$ cat src/design/lmvts_pkg.sv
package lmvts_pkg;

    localparam int MATRIX_SIZE  = 8;
    localparam int SAMPLE_BITS  = 12;
    localparam int COL_BITS     = $clog2(MATRIX_SIZE);
    localparam int TICK_BITS    = 8;
    localparam int REM_BITS     = SAMPLE_BITS + 1;
    localparam int IN_DATA_W    = ((SAMPLE_BITS + 7) / 8) * 8;
    localparam int PATTERN_BITS = 2 * MATRIX_SIZE;
    localparam int OUT_FIELDS_W = PATTERN_BITS + 1 + COL_BITS;
    localparam int OUT_DATA_W   = ((OUT_FIELDS_W + 7) / 8) * 8;

    // reset values of the registers and state
    localparam logic [SAMPLE_BITS-1:0] FULL_SCALE_RST = SAMPLE_BITS'(1024);
    localparam logic [TICK_BITS-1:0]   TICKS_RST      = TICK_BITS'(10);
    localparam logic [COL_BITS-1:0]    COLUMN_RST     = COL_BITS'(4);
    localparam logic [COL_BITS-1:0]    TOP_LEVEL      = COL_BITS'(MATRIX_SIZE - 1);

    // configuration register indexes
    localparam logic CFG_FULL_SCALE = 1'b0;
    localparam logic CFG_TICKS      = 1'b1;

    typedef enum logic [1:0] {
        REQ_TICK    = 2'd0,
        REQ_SAMPLE  = 2'd1,
        REQ_REFRESH = 2'd2
    } req_type_t;

    // level unit request and response
    typedef struct packed {
        logic                   start;
        logic [SAMPLE_BITS-1:0] dividend;
        logic [SAMPLE_BITS-1:0] divisor;
    } lvl_req_t;

    typedef struct packed {
        logic                done;
        logic [COL_BITS-1:0] level;
    } lvl_rsp_t;

endpackage

$ cat src/design/lmvts_level.sv
module lmvts_level (
    input  logic               clk,
    input  logic               rst_n,
    input  lmvts_pkg::lvl_req_t req,
    output lmvts_pkg::lvl_rsp_t rsp
);
    import lmvts_pkg::*;

    typedef enum logic [1:0] {
        ST_IDLE,
        ST_CHECK,
        ST_STEP,
        ST_DONE
    } lvl_state_t;

    lvl_state_t             state_reg, state_next;
    logic [REM_BITS-1:0]    rem_reg, rem_next;
    logic [SAMPLE_BITS-1:0] div_reg, div_next;
    logic [COL_BITS-1:0]    quo_reg, quo_next;
    logic [1:0]             cnt_reg, cnt_next;

    // shared compare/subtract unit
    logic [REM_BITS:0] diff;
    logic              fits;

    assign diff = {1'b0, rem_reg} - {2'b00, div_reg};
    assign fits = ~diff[REM_BITS];

    // saturating check, then one quotient bit per step
    always_comb
    begin
        state_next = state_reg;
        rem_next   = rem_reg;
        div_next   = div_reg;
        quo_next   = quo_reg;
        cnt_next   = cnt_reg;
        unique case (state_reg)
            ST_IDLE:
            begin
                if (req.start)
                begin
                    rem_next   = {1'b0, req.dividend};
                    div_next   = req.divisor;
                    quo_next   = '0;
                    cnt_next   = '0;
                    state_next = ST_CHECK;
                end
            end
            ST_CHECK:
            begin
                if (fits)
                begin
                    quo_next   = TOP_LEVEL;
                    state_next = ST_DONE;
                end
                else
                begin
                    rem_next   = {rem_reg[REM_BITS-2:0], 1'b0};
                    state_next = ST_STEP;
                end
            end
            ST_STEP:
            begin
                if (fits)
                begin
                    rem_next = {diff[REM_BITS-2:0], 1'b0};
                end
                else
                begin
                    rem_next = {rem_reg[REM_BITS-2:0], 1'b0};
                end
                quo_next = {quo_reg[COL_BITS-2:0], fits};
                cnt_next = cnt_reg + 2'd1;
                if (cnt_reg == 2'(COL_BITS - 1))
                begin
                    state_next = ST_DONE;
                end
            end
            ST_DONE:
            begin
                state_next = ST_IDLE;
            end
            default:
            begin
                state_next = ST_IDLE;
            end
        endcase
    end

    // hold state and working values
    always_ff @(posedge clk or negedge rst_n)
    begin
        if (!rst_n)
        begin
            state_reg <= ST_IDLE;
            cnt_reg   <= '0;
            rem_reg   <= '0;
            div_reg   <= '0;
            quo_reg   <= '0;
        end
        else
        begin
            state_reg <= state_next;
            cnt_reg   <= cnt_next;
            rem_reg   <= rem_next;
            div_reg   <= div_next;
            quo_reg   <= quo_next;
        end
    end

    assign rsp.done  = (state_reg == ST_DONE);
    assign rsp.level = quo_reg;

endmodule

$ cat src/design/led_matrix_voltage_trace_scanner_top.sv
// Channel | Direction | Ports                          | Word
// --------+-----------+--------------------------------+-------------------------------
// s       | in        | s_tvalid s_tready s_tdata/tuser| request kind, converter sample
// m       | out       | m_tvalid m_tready m_tdata      | pattern, request flag, column
// cfg     | in        | cfg_we cfg_addr cfg_data       | full scale, ticks per sample
//
// Tick and sample words have their result registered in the cycle after they are taken.
// A refresh word waits for the level unit, which does one saturation compare, then 3
// compare/subtract steps, one quotient bit per cycle, then hands back the level; a
// saturated level skips the steps, and the output word registers the returned level.
// rst_n clears all state at once; the history reads as zero and the column is 4.
// s_tready is low while the level unit works and while a result stalls on m_tready.
module led_matrix_voltage_trace_scanner_top (
    input  logic                                 clk,
    input  logic                                 rst_n,
    input  logic                                 s_tvalid,
    output logic                                 s_tready,
    input  logic [lmvts_pkg::IN_DATA_W-1:0]      s_tdata,  // sample_value
    input  logic [1:0]                           s_tuser,  // req_type
    output logic                                 m_tvalid,
    input  logic                                 m_tready,
    output logic [lmvts_pkg::OUT_DATA_W-1:0]     m_tdata,  // drive_pattern,
                                                           // sample_request, shown_column
    input  logic                                 cfg_we,
    input  logic                                 cfg_addr,
    input  logic [lmvts_pkg::SAMPLE_BITS-1:0]    cfg_data
);
    import lmvts_pkg::*;

    typedef enum logic {
        ST_IDLE,
        ST_WAIT
    } top_state_t;

    top_state_t               state_reg, state_next;
    logic [SAMPLE_BITS-1:0]   full_scale_reg;
    logic [TICK_BITS-1:0]     ticks_reg;
    logic [SAMPLE_BITS-1:0]   hist_reg [MATRIX_SIZE];
    logic [COL_BITS-1:0]      col_reg, col_next;
    logic [TICK_BITS-1:0]     tick_reg, tick_next;
    logic                     pend_reg, pend_next;
    logic                     mvalid_reg, mvalid_next;
    logic [PATTERN_BITS-1:0]  pat_reg, pat_next;
    logic                     oreq_reg, oreq_next;
    logic [COL_BITS-1:0]      ocol_reg, ocol_next;
    logic                     shift_en;

    logic                     accept;
    req_type_t                kind;
    logic [SAMPLE_BITS-1:0]   sample;
    logic [COL_BITS-1:0]      col_inc;
    logic [TICK_BITS-1:0]     tick_inc;
    logic [COL_BITS-1:0]      row;
    lvl_req_t                 lvl_req;
    lvl_rsp_t                 lvl_rsp;

    assign kind     = req_type_t'(s_tuser);
    assign sample   = s_tdata[SAMPLE_BITS-1:0];
    assign s_tready = (state_reg == ST_IDLE) && (!mvalid_reg || m_tready);
    assign accept   = s_tvalid && s_tready;
    assign col_inc  = col_reg + COL_BITS'(1);
    assign tick_inc = tick_reg + TICK_BITS'(1);
    assign row      = TOP_LEVEL - lvl_rsp.level;

    // start the level unit on the column that the refresh moves to
    assign lvl_req.start    = accept && (kind == REQ_REFRESH);
    assign lvl_req.dividend = hist_reg[col_inc];
    assign lvl_req.divisor  = full_scale_reg;

    lmvts_level u_level (
        .clk   (clk),
        .rst_n (rst_n),
        .req   (lvl_req),
        .rsp   (lvl_rsp)
    );

    // decode the word and build the result
    always_comb
    begin
        state_next  = state_reg;
        col_next    = col_reg;
        tick_next   = tick_reg;
        pend_next   = pend_reg;
        shift_en    = 1'b0;
        mvalid_next = mvalid_reg && !m_tready;
        pat_next    = pat_reg;
        oreq_next   = oreq_reg;
        ocol_next   = ocol_reg;
        if (accept)
        begin
            unique case (kind)
                REQ_TICK:
                begin
                    if (tick_inc == ticks_reg)
                    begin
                        tick_next = '0;
                        pend_next = 1'b1;
                    end
                    else
                    begin
                        tick_next = tick_inc;
                    end
                end
                REQ_SAMPLE:
                begin
                    if (pend_reg)
                    begin
                        shift_en  = 1'b1;
                        pend_next = 1'b0;
                    end
                end
                REQ_REFRESH:
                begin
                    col_next   = col_inc;
                    state_next = ST_WAIT;
                end
                default:
                begin
                end
            endcase
            if (kind != REQ_REFRESH)
            begin
                mvalid_next = 1'b1;
                pat_next    = '0;
                oreq_next   = pend_next;
                ocol_next   = '0;
            end
        end
        else if (state_reg == ST_WAIT && lvl_rsp.done)
        begin
            state_next  = ST_IDLE;
            mvalid_next = 1'b1;
            pat_next    = {MATRIX_SIZE'(1) << col_reg, MATRIX_SIZE'(1) << row};
            oreq_next   = pend_reg;
            ocol_next   = col_reg;
        end
    end

    // hold control, output word, configuration and history
    always_ff @(posedge clk or negedge rst_n)
    begin
        if (!rst_n)
        begin
            state_reg      <= ST_IDLE;
            full_scale_reg <= FULL_SCALE_RST;
            ticks_reg      <= TICKS_RST;
            col_reg        <= COLUMN_RST;
            tick_reg       <= '0;
            pend_reg       <= 1'b0;
            mvalid_reg     <= 1'b0;
            pat_reg        <= '0;
            oreq_reg       <= 1'b0;
            ocol_reg       <= '0;
            for (int i = 0; i < MATRIX_SIZE; i++)
            begin
                hist_reg[i] <= '0;
            end
        end
        else
        begin
            state_reg  <= state_next;
            col_reg    <= col_next;
            tick_reg   <= tick_next;
            pend_reg   <= pend_next;
            mvalid_reg <= mvalid_next;
            pat_reg    <= pat_next;
            oreq_reg   <= oreq_next;
            ocol_reg   <= ocol_next;
            if (cfg_we)
            begin
                if (cfg_addr == CFG_FULL_SCALE)
                begin
                    full_scale_reg <= cfg_data;
                end
                else
                begin
                    ticks_reg <= cfg_data[TICK_BITS-1:0];
                end
            end
            if (shift_en)
            begin
                for (int i = MATRIX_SIZE - 1; i > 0; i--)
                begin
                    hist_reg[i] <= hist_reg[i-1];
                end
                hist_reg[0] <= sample;
            end
        end
    end

    assign m_tvalid = mvalid_reg;
    assign m_tdata  = {(OUT_DATA_W - OUT_FIELDS_W)'(0), ocol_reg, oreq_reg, pat_reg};

`ifndef SYNTH
    a_no_accept_busy: assert property (@(posedge clk) disable iff (!rst_n)
        (state_reg == ST_WAIT) |-> !s_tready)
        else $error("input taken while level unit busy");

    a_done_when_waiting: assert property (@(posedge clk) disable iff (!rst_n)
        lvl_rsp.done |-> (state_reg == ST_WAIT))
        else $error("level unit finished with no refresh pending");

    a_refresh_starts_unit: assert property (@(posedge clk) disable iff (!rst_n)
        lvl_req.start |=> (state_reg == ST_WAIT))
        else $error("refresh did not enter wait");

    a_pattern_shape: assert property (@(posedge clk) disable iff (!rst_n)
        m_tvalid |-> ($onehot0(pat_reg[PATTERN_BITS-1:MATRIX_SIZE])
                      && $onehot0(pat_reg[MATRIX_SIZE-1:0])
                      && ((pat_reg[PATTERN_BITS-1:MATRIX_SIZE] == '0)
                          == (pat_reg[MATRIX_SIZE-1:0] == '0))))
        else $error("drive pattern not one column and one row");
`endif

endmodule
$ cat config.mk
export PLATFORM = sky130hd
export DESIGN_NAME = led_matrix_voltage_trace_scanner_top
export DESIGN_NICKNAME = d
export VERILOG_FILES = /design/src/design/lmvts_pkg.sv /design/src/design/lmvts_level.sv /design/src/design/led_matrix_voltage_trace_scanner_top.sv
export SDC_FILE = /design/constraint.sdc
export NUM_CORES = 1
export LEC_CHECK = 0
export BUFFER_PORTS_ARGS = -buffer_cell sky130_fd_sc_hd__buf_2
export CORE_MARGIN = 2
export CORE_UTILIZATION = 45
export CTS_CLUSTER_SIZE = 12
export DETAILED_ROUTE_END_ITERATION = 12
export GPL_TIMING_DRIVEN = 0
export PLACE_DENSITY_LB_ADDON = 0.08
export SLEW_MARGIN = 20
export SYNTH_ARGS = -nofsm -noshare
export SYNTH_HDL_FRONTEND = slang
export SYNTH_HIERARCHICAL = 1
export SYNTH_SLANG_ARGS = --single-unit
$ cat constraint.sdc
create_clock -name clk -period 4.35 [get_ports clk]
set_clock_uncertainty 0.05 [all_clocks]
set_input_delay 1.305 -clock clk [delete_from_list [all_inputs] [get_ports clk]]
set_output_delay 1.305 -clock clk [all_outputs]
set_load 0.02 [all_outputs]
# == Word-level counts from Yosys, hierarchy flattened ==
# Cells that the tools add are included.
# op_classes
addsub,5
order_cmp,1
n_eq_ne,14
n_shift,2
muxes,37
bitwise,4
reduce_logical,24
# ops
operator,n
$mux 16,3
$mux 13,3
$pmux 13 s3,1
$bmux 12 s3,1
$mux 12,2
$reduce_and 2->1,9
$shl 1x3->8 const A,2
$mux 3,5
$mux 1,14
$sub 13x12->14,1
$pmux 3 s3,1
$add 8x1->8 const B,1
$eq 2x2->1 const B,4
$eq 8x8->1,1
$mux 8,1
$ne 2x1->1 const B,4
$pmux 2 s4,1
$mux 2,3
$ne 2x2->1 const B,3
$reduce_and 3->1,2
$logic_and 1x1->1,5
$eq 2x1->1 const B,2
$ge 4x4->1 const B,1
$logic_not 2->1,2
other kinds (11),15
# totals
reg_bits,182
input_bits,36
output_inout_bits,26
elab_cells,110

# == Depth between registers and ports, before layout ==
# Gate-level depths: netlist of the first run.
# logic_depth
depth_word,7
depth_mapped,11
depth_no_buf,11

# == By module ==
# Netlist of the first run, hierarchy kept.
# modules_own_cells
mod,instances,cells_per_inst,area_per_inst_um2,seq_area_each_um2
led_matrix_voltage_trace_scanner_top,1,472,6781.5,3758.6
lmvts_level,1,247,2371.0,800.8

# == Worst setup path after synthesis of the first run ==
# Ideal clock, no wire load.
# synth_path
path_kind,register to register
start,register col_reg[0]
end,register u_level.rem_reg[10]
setup_time_ns,0.121
arrival_time_ns,3.215
t_required_ns,4.179
path_slack_ns,0.964
path_stages_with_launch,12
n_path_buf,4
period_less_slack_ns,3.386
cell_sequence,dfrtp_1 -> clkbuf_1 -> buf_1 -> inv_1 -> ha_1 -> clkbuf_1 -> clkbuf_1 -> mux4_2 -> mux2_2 -> nor2_1 -> nor2_1 -> a22o_1
# synth_rtl
element,line,rtl
"start, declared",led_matrix_voltage_trace_scanner_top.sv:39,"logic [COL_BITS-1:0] col_reg, col_next;"
"start signal, assigned",led_matrix_voltage_trace_scanner_top.sv:162,col_reg <= col_next;
"end signal, assigned",lmvts_level.sv:105,rem_reg <= rem_next;
"end, declared",lmvts_level.sv:17,"logic [REM_BITS-1:0] rem_reg, rem_next;"

==> results of run 1 <==
==> cell type report <==
| class | count | share of cell area [%] |
|---|---|---|
| flip-flops and latches | 182 | 43.8 |
| well taps | 270 | 3.25 |
| repair buffers | 54 | 2.91 |
| multi-input cells | 472 | 41.3 |
| plain buffers | 40 | 1.98 |
| clock inverters | 14 | 1.59 |
| inverters | 28 | 1.01 |
| clock buffers | 18 | 4.12 |
==> per-layer routing <==
metal	GRT usage [%]	routed length [µm]	vias up
met2	33.8	10300	74
met1	25.7	9080	3027
met5	0	0	-
met3	3.44	438	22
li1	-	-	2766
met4	5.83	350	0
==> path summary, 6_finish.rpt <==
kind / startpoint / to / slack (ps) / cells past startpoint
min in group asynchronous: rst_n / tick_reg[6] / 800 / 1
hold / removal: pat_reg[3] / pat_reg[3] / 430 / 2
max in group asynchronous: rst_n / hist_reg[18] / 2540 / 2
setup / recovery: col_reg[0] / u_level/rem_reg[10] / 350 / 11
setup reg to reg: col_reg[0] / u_level/rem_reg[10] / 350 / 11
hold reg to reg: pat_reg[3] / pat_reg[3] / 430 / 2
==> cell families (layout without fill, tap and decap cells) <==
group / count (synthesis) / in the layout / synth area share, %
fa+ha+maj: 25 / 25 / 3.50
compound gates: 115 / 115 / 10.1
simple gates: 136 / 136 / 7.22
other cells: 1 / 4 / 0.0410
flops: 182 / 182 / 49.8
mux: 173 / 173 / 24.2
buf+inv: 68 / 154 / 3.29
xor+xnor: 19 / 19 / 1.82
==> through the flow <==
step	setup slack, ps	hold WS [ps]	TNS, ps	instance area (µm²)
floorplan	964	401	0	9160
global placement	-902	410	-158380	9770
detailed placement	-301	410	-1440	9800
CTS	82.8	428	0	10400
global route	96.5	462	0	10400
finish	350	425	0	10400
==> worst reg2reg max path, cell delays in order, from the launching register on <==
cell and delay (ps):
dfrtp_1 390, clkbuf_1 510, clkdlybuf4s15_2 580, inv_1 170
ha_1 300, clkbuf_1 350, clkbuf_2 430, mux4_2 380
mux2_2 310, nor2_1 150, nor2_1 60, a22o_1 190
==> cell usage in the layout, fill, tap and decap left out, types with 5 or more instances in the layout <==
cell / netlist / routed
mux2_1: 6 / 6
xnor2_1: 12 / 12
nor2_1: 29 / 29
o31ai_2: 8 / 8
clkbuf_16: 0 / 17
ha_1: 24 / 24
dfrtp_1: 178 / 178
nor3_1: 7 / 7
buf_2: 6 / 58
a221oi_2: 5 / 5
o41ai_1: 6 / 6
mux4_2: 24 / 24
buf_4: 6 / 6
o21ai_0: 17 / 17
a21o_1: 5 / 5
nand2b_1: 11 / 11
a22o_1: 13 / 13
inv_1: 28 / 28
nand2_1: 56 / 56
a21oi_1: 14 / 14
a221oi_1: 5 / 5
mux2_2: 142 / 142
nand3_1: 5 / 5
xor2_1: 7 / 7
o22ai_1: 5 / 5
clkbuf_1: 20 / 19
==> Yosys cell counts (all sizes together) (7+ instances only) <==
master  instances  area (µm²)
o21ai          21         105
mux4           24         541
inv            28         105
mux2          148        1670
clkbuf         21        80.1
nor3            7        35.0
nand2b         11        68.8
ha             24         300
xnor2          12         105
o31ai          12         130
nor2           30         115
a22o           13         114
buf            19         116
xor2            7        61.3
a21oi          16        87.6
dfrtp         178        4450
a221oi         10         119
nand2          57         216
==> where the power goes <==
part | internal, mW | leakage (nW) | switching, mW
Sequential | 1.95 | 2.43 | 0.214
Combinational | 1.23 | 2.23 | 1.73
Clock | 0.867 | 0.289 | 0.704
Total | 4.06 | 4.95 | 2.64
==> repair_timing <==
action | CTS | global route
gates resized for setup | 3 | 2
setup endpoints to repair | 12 | 3
setup buffers | 0 | 0
==> metrics, run 1 <==
Max clock buf depth 2; fmax 250 MHz; Post-synth EDFFs 0; async set or reset register ratio after synthesis 100%; post-synthesis cell count 719; final core occ ~52%; max_slew headroom 34.8%; Max Cap Viol 0; FF+latch count, synth around 180; Max VDD drop 0.266 mV; total track usage 19.7%; total core area 20100 µm²; Clock Latency Late Sink 430 ps; H-tree depth 4; Num CTS Buffers 17; ys flop type dfrtp_1; slowest stage delay, CP about 580 ps; Largest register FFs 96; number of port buffers 53; Site Rows 52; minimum clock period 4000 ps; Critical Path RT 4610 ps; Mean Syn Cell Area 12.7 µm²; Clock Sinks approximately 180; status completed; # hold bufs at CTS 0; LEAKAGE ~4.9 nW; vias in the first global route between 6000 and 7000; area growth from synthesis to layout 13.7%; Initial Utilization a little under half; I/O pins 62; CP Data Arrival Time 4260 ps; kind of cell adding the most delay to the critical path buffers and inverters; RSZ-0062 raised after global routing false; Wirelength per Cell approximately 19 µm; crit end category flop; fin crit share 91.9%; final-report max-slew violation count 0; Detail Route Antenna Nets 0; clock-pin slew on the worst setup and hold paths 70 ps; vias per inst 5.46; drt initial violations 354; DPL Wire Length 14.4 mm; TritonCTS clock tree yes; Yosys warnings 6; post-synthesis sequential area ratio about half; final wirelength slightly above 20 mm; die area 21500 µm²; Placer Congestion just over 0.8; global-route wire length before repair around 33 mm; critical path buffer and inverter count 5; grt total ovfl 0; Net count, final 856; type of origin of the critical path flop; Power Dens Cells 644 nW/µm²; via count 5889; final cell count without fillers 1078; Worst-Margin Slew 978 ps; Die Y 147 µm; CP Cell Sequence clkbuf_1 > clkdlybuf4s15_2 > inv_1 > ha_1 > clkbuf_1 > clkbuf_2 > mux4_2 > mux2_2 > nor2_1 > nor2_1 > a22o_1; placed insts 1046; Reg area 4560 µm²; ant diodes 0; initial antenna violation count 0; Fillers 1746; largest net degree at the start of global routing 104; Worst Path Max Fanout 10; multi-input logic area 4300 µm²; total power 6.70 mW; Die W 147 µm; Synth cell types 70; Setup Viol. Count Final 0; CTS Root Buffer Type clkbuf_16; WS Path Type flop to flop; Slowest cell on crit path clkdlybuf4s15_2; post-synth design cell area ~9200 µm²; Hold/Removal Path Class flop to flop; first drt pass iteration count 4; Post-route DRC 0; Final Hold Vio Count 0; share of post-route cells with drive strength above 1 37.0%
Note: power is estimated with default switching activity, not from simulation.
==> run 2, diff against run 1 <==
Clock period 4.35 ns to 3.4 ns, I/O delays scaled along.
==> run 2 against run 1 <==
Compared with the run above:
- via count decreased by 0.37%
- wire length decreased by 0.24%
- worst setup slack got worse by 170 ps
- global-route usage unchanged
- critical path type unchanged
- combinational power increased by 28%
- clock power increased by 28%
- critical path depth decreased by 1
==> metrics, run 2 (synthesized netlist as in run 1, its figures left out) <==
Die W around 150 µm; first drt pass iteration count 4; vias per inst 5.45; commonest non-fill, non-tap cell in the layout dfrtp_1; Post-Place Cell Area 9800 µm²; RSZ-0062 raised after global routing false; fin crit share 94.8%; Num CTS Buffers 17; Worst-Margin Slew about 970 ps; Clock Latency Late Sink between 400 and 500 ps; CTS Root Buffer Type clkbuf_16; Sum Neg Setup Slack 0 ps; Initial Utilization 45.5%; I/O pins 62; Critical Path RT 3660 ps; number of port buffers 53; total track usage about a fifth; minimum clock period 3220 ps; fin area 10400 µm²; multi-input logic area 4300 µm²; Max VDD drop 0.339 mV; Slowest cell on crit path ha_1; most used cell along the critical path nor2_1; share of post-route cells with drive strength above 1 37.2%; TritonCTS clock tree yes; most frequent cells in the layout 178 x dfrtp_1, 142 x mux2_2, 58 x buf_2, 56 x nand2_1, 29 x nor2_1; slowest stage delay, CP approximately 500 ps; total core area 20100 µm²; largest net degree at the start of global routing 104; crit end category flop; ant diodes 0; Fillers 1747; status completed; Site Rows 52; # Post-CTS Setup Buffers 0; Hold/Removal Path Class flop to flop; PnR worst setup slack 177 ps; final hold slack 425 ps; clock-pin slew on the worst setup and hold paths 70 ps; Power Dens Cells 824 nW/µm²; Setup Viol. Count Final 0; type of origin of the critical path flop; Net count, final 855; final wirelength ~20 mm; Max Cap Viol 0; Placer Congestion 0.829; vias in the first global route 6285; Wirelength per Cell 18.6 µm; grt total ovfl 0; final-report max-slew violation count 0; Detail Route Antenna Nets 0; critical path buffer and inverter count 4; global-route wire length before repair 33.4 mm; Largest register FFs 96; Die Y 147 µm; final cell count without fillers ~1100; Reg area 4560 µm²; drt initial violations 341; LEAKAGE 4.95 nW; Final Hold Vio Count 0; initial antenna violation count 0; Post-route DRC 0; WS Path Type flop to flop; max_slew headroom 35.6%; area growth from synthesis to layout 13.7%; CP Cell Sequence clkbuf_2 > buf_4 > inv_1 > ha_1 > clkbuf_4 > mux4_2 > mux2_2 > nor2_1 > nor2_1 > a22o_1; CP Data Arrival Time 3480 ps; DPL Wire Length roughly 14 mm; # hold bufs at CTS 0; fmax 310 MHz; Worst Path Max Fanout 10; Clock Sinks 182; via count 5867; Max clock buf depth 2; placed insts 1046; pre-CTS setup slack -1250 ps; die area between 20000 and 25000 µm²; kind of cell adding the most delay to the critical path buffers and inverters; H-tree depth 4
run 2: cell types whose count changed in the layout (fill, tap and decap cells not counted):
cell and delta:
buf_4 +1, clkbuf_1 -2, clkbuf_2 -1, clkbuf_4 +2
clkdlybuf4s15_2 -1
run 2: report_power, final:
group          total (mW)  internal [mW]  switching (mW)
logic                3.80           1.59            2.20
clock network        2.01           1.11           0.896
registers            2.78           2.50           0.275
run 2: metrics by stage:
| stage | utilization [%] | total power, mW |
|---|---|---|
| finish | 51.8 | 8.58 |
| global route | 51.8 | 9.17 |
| CTS | 51.8 | 8.65 |
| detailed placement | 48.8 | 6.58 |
| global placement | 48.6 | 6.52 |
| floorplan | - | 5.61 |
run 2: path summary, 6_finish.rpt:
check	startpoint	endpoint	slack [ps]	depth (start not counted)
max	col_reg[0]	u_level/rem_reg[10]	180	10
min	pat_reg[3]	pat_reg[3]	420	2
max reg2reg	col_reg[0]	u_level/rem_reg[10]	180	10
min reg2reg	pat_reg[3]	pat_reg[3]	420	2
max in group asynchronous	rst_n	hist_reg[18]	1870	2
min in group asynchronous	rst_n	tick_reg[6]	510	1
run 2: area by class of cell:
type,instances,area share [%]
buffer,39,1.97
clock buffer,18,4.12
clock inverter,14,1.59
inverter,28,1.01
multi-input combinational,472,41.3
sequential,182,43.8
tap,270,3.25
timing repair buffer,54,2.91
run 2: repair_timing:
item / 4_1_cts / 5_1_grt
endpoints found under the setup margin: 13 / 0
gates resized for setup: 10 / 0
endpoints found under the hold margin: 0 / 0
run 2: worst register-to-register path: stages, from the launching register on:
cell,delay (ps)
dfrtp_1,390
clkbuf_2,310
buf_4,330
inv_1,130
ha_1,500
clkbuf_4,350
mux4_2,340
mux2_2,310
nor2_1,140
nor2_1,60
a22o_1,190
run 2: metal layers:
| metal | up-vias | share of wire, % | global-route usage [%] |
|---|---|---|---|
| li1 | 2762 | - | - |
| met1 | 3005 | 45 | 25.7 |
| met2 | 76 | 51 | 33.7 |
| met3 | 24 | 2.2 | 3.44 |
| met4 | 0 | 1.9 | 5.83 |
| met5 | - | 0 | 0 |
==> run 3, diff against run 2 <==
==> constraint.sdc (replaced) <==
create_clock -name clk -period 3.4 [get_ports clk]
set_clock_uncertainty 0.05 [all_clocks]
set_input_delay 0.17 -clock clk [delete_from_list [all_inputs] [get_ports clk]]
set_output_delay 0.17 -clock clk [all_outputs]
set_load 0.02 [all_outputs]
==> run 3 against run 2 <==
Compared with the run above:
- wire length grew 0.66%
- global-route usage grew 0.16 points
- final area grew 2.7%
- worst setup slack lost 20 ps
- core utilization grew 1.4 points
- clock-buffer cell count is the same
- die area is the same
- total power grew 0.25%
- cell count grew 2.6%
==> metrics, run 3 (synthesized netlist as in run 1, its figures left out) <==
Post-route DRC 0; H-tree depth 4; CP Data Arrival Time 3500 ps; commonest non-fill, non-tap cell in the layout dfrtp_1; CP Cell Sequence clkbuf_2 > buf_4 > inv_1 > ha_1 > clkbuf_4 > mux4_2 > mux2_2 > nor2_1 > nor2_1 > a22o_1; Clock Latency Late Sink 430 ps; first drt pass iteration count 4; slowest stage delay, CP 510 ps; Net count, final 883; WS Path Type flop to flop; total core area 20100 µm²; initial antenna violation count 0; # Post-CTS Setup Buffers 0; Placer Congestion 0.829; Max VDD drop 0.339 mV; placed insts 1046; LEAKAGE about 5 nW; global-route wire length before repair 33.6 mm; Worst-Margin Slew 967 ps; Clock Sinks 182; minimum clock period 3240 ps; Initial Utilization 45.5%; total track usage 19.8%; Fillers between 1500 and 2000; ant diodes 0; max_slew headroom 35.5%; Largest register FFs 96; grt total ovfl 0; Power Dens Cells 805 nW/µm²; fmax 308 MHz; final-report max-slew violation count 0; fin crit share a little over nine tenths; Final Hold Vio Count 0; Num CTS Buffers 17; area growth from synthesis to layout 16.8%; number of port buffers 53; Site Rows 52; final hold slack 111 ps; Wirelength per Cell approximately 18 µm; CTS Root Buffer Type clkbuf_16; Worst Path Max Fanout 10; Critical Path RT 3660 ps; Max clock buf depth 2; Detail Route Antenna Nets 0; status completed; drt initial violations between 300 and 400; vias per inst 5.40; Setup Viol. Count Final 0; type of origin of the critical path flop; share of post-route cells with drive strength above 1 35.9%; final wirelength just over 20 mm; Slowest cell on crit path ha_1; kind of cell adding the most delay to the critical path buffers and inverters; RSZ-0062 raised after global routing false; via count between 5000 and 6000; DPL Wire Length 14.4 mm; crit end category flop; clock-pin slew on the worst setup and hold paths ~70 ps; largest net degree at the start of global routing 104; die area 21500 µm²; Hold/Removal Path Class input pin to flop; most used cell along the critical path nor2_1; critical path buffer and inverter count 4; Worst R2R Setup Slack 160 ps; Die W 147 µm; I/O pins 62; vias in the first global route 6361; final cell count without fillers ~1100; Die Y between 100 and 150 µm; Max Cap Viol 0; TritonCTS clock tree yes; most frequent cells in the layout 178 x dfrtp_1, 142 x mux2_2, 58 x buf_2, 56 x nand2_1, 29 x nor2_1
## run 3: changes by cell type in the layout (fill, tap and decap cells not counted)
cell,change
dlygate4sd3_1,+28
## run 3: per-layer routing
metal,share of wire [%],track usage [%]
met1,45,25.9
met2,51,34.1
met3,2.6,3.41
met4,1.9,5.83
met5,0,0
## run 3: path summary, 6_finish.rpt
check                           start                   to  depth (start not counted)
min reg2reg                pat_reg[3]           pat_reg[3]                          2
max                        col_reg[0]  u_level/rem_reg[10]                         10
min in group asynchronous       rst_n          tick_reg[6]                          2
max in group asynchronous       rst_n         hist_reg[93]                          3
min                          cfg_addr    full_scale_reg[0]                          3
max reg2reg                col_reg[0]  u_level/rem_reg[10]                         10
## run 3: through the flow
| stage | util, % | area [µm²] | TNS [ps] | setup slack [ps] | total power [mW] |
|---|---|---|---|---|---|
| 5_1_grt | 53.2 | 10700 | 0 | 4.23 | 9.19 |
| 4_1_cts | 53.2 | 10700 | 0 | 138 | 8.68 |
| 3_3_place_gp | 48.6 | 9770 | -137180 | -1300 | 6.52 |
| 3_5_place_dp | 48.8 | 9800 | -13120 | -1250 | 6.58 |
| 2_1_floorplan | - | 9160 | 0 | 14.1 | 5.61 |
| 6_report | 53.2 | 10700 | 0 | 157 | 8.60 |
## run 3: power by group
group	internal, mW	switching (mW)	total, mW
clock	1.11	0.895	2.00
combinational	1.61	2.21	3.82
sequential	2.50	0.273	2.77
total	5.22	3.38	8.60
## run 3: worst reg2reg max path, stage by stage (launching register included)
cell and delay [ps]:
dfrtp_1 390, clkbuf_2 310, buf_4 320, inv_1 130, ha_1 510, clkbuf_4 350
mux4_2 350, mux2_2 310, nor2_1 150, nor2_1 60, a22o_1 190
## run 3: layout make-up
| cell class | count | area [µm²] | area share, % |
|---|---|---|---|
| flip-flops and latches | 182 | 4560 | 42.7 |
| multi-input cells | 472 | 4300 | 40.3 |
| repair buffers | 82 | 583 | 5.46 |
| clock inverters | 14 | 165 | 1.55 |
| well taps | 270 | 338 | 3.16 |
| clock buffers | 18 | 429 | 4.02 |
| inverters | 28 | 105 | 0.983 |
| plain buffers | 39 | 205 | 1.92 |
## run 3: what timing repair did
item / in CTS / in global routing
hold buffers: 28 / 0
endpoints found under the setup margin: 13 / 0
gates resized for setup: 10 / 0
endpoints found under the hold margin: 111 / 0
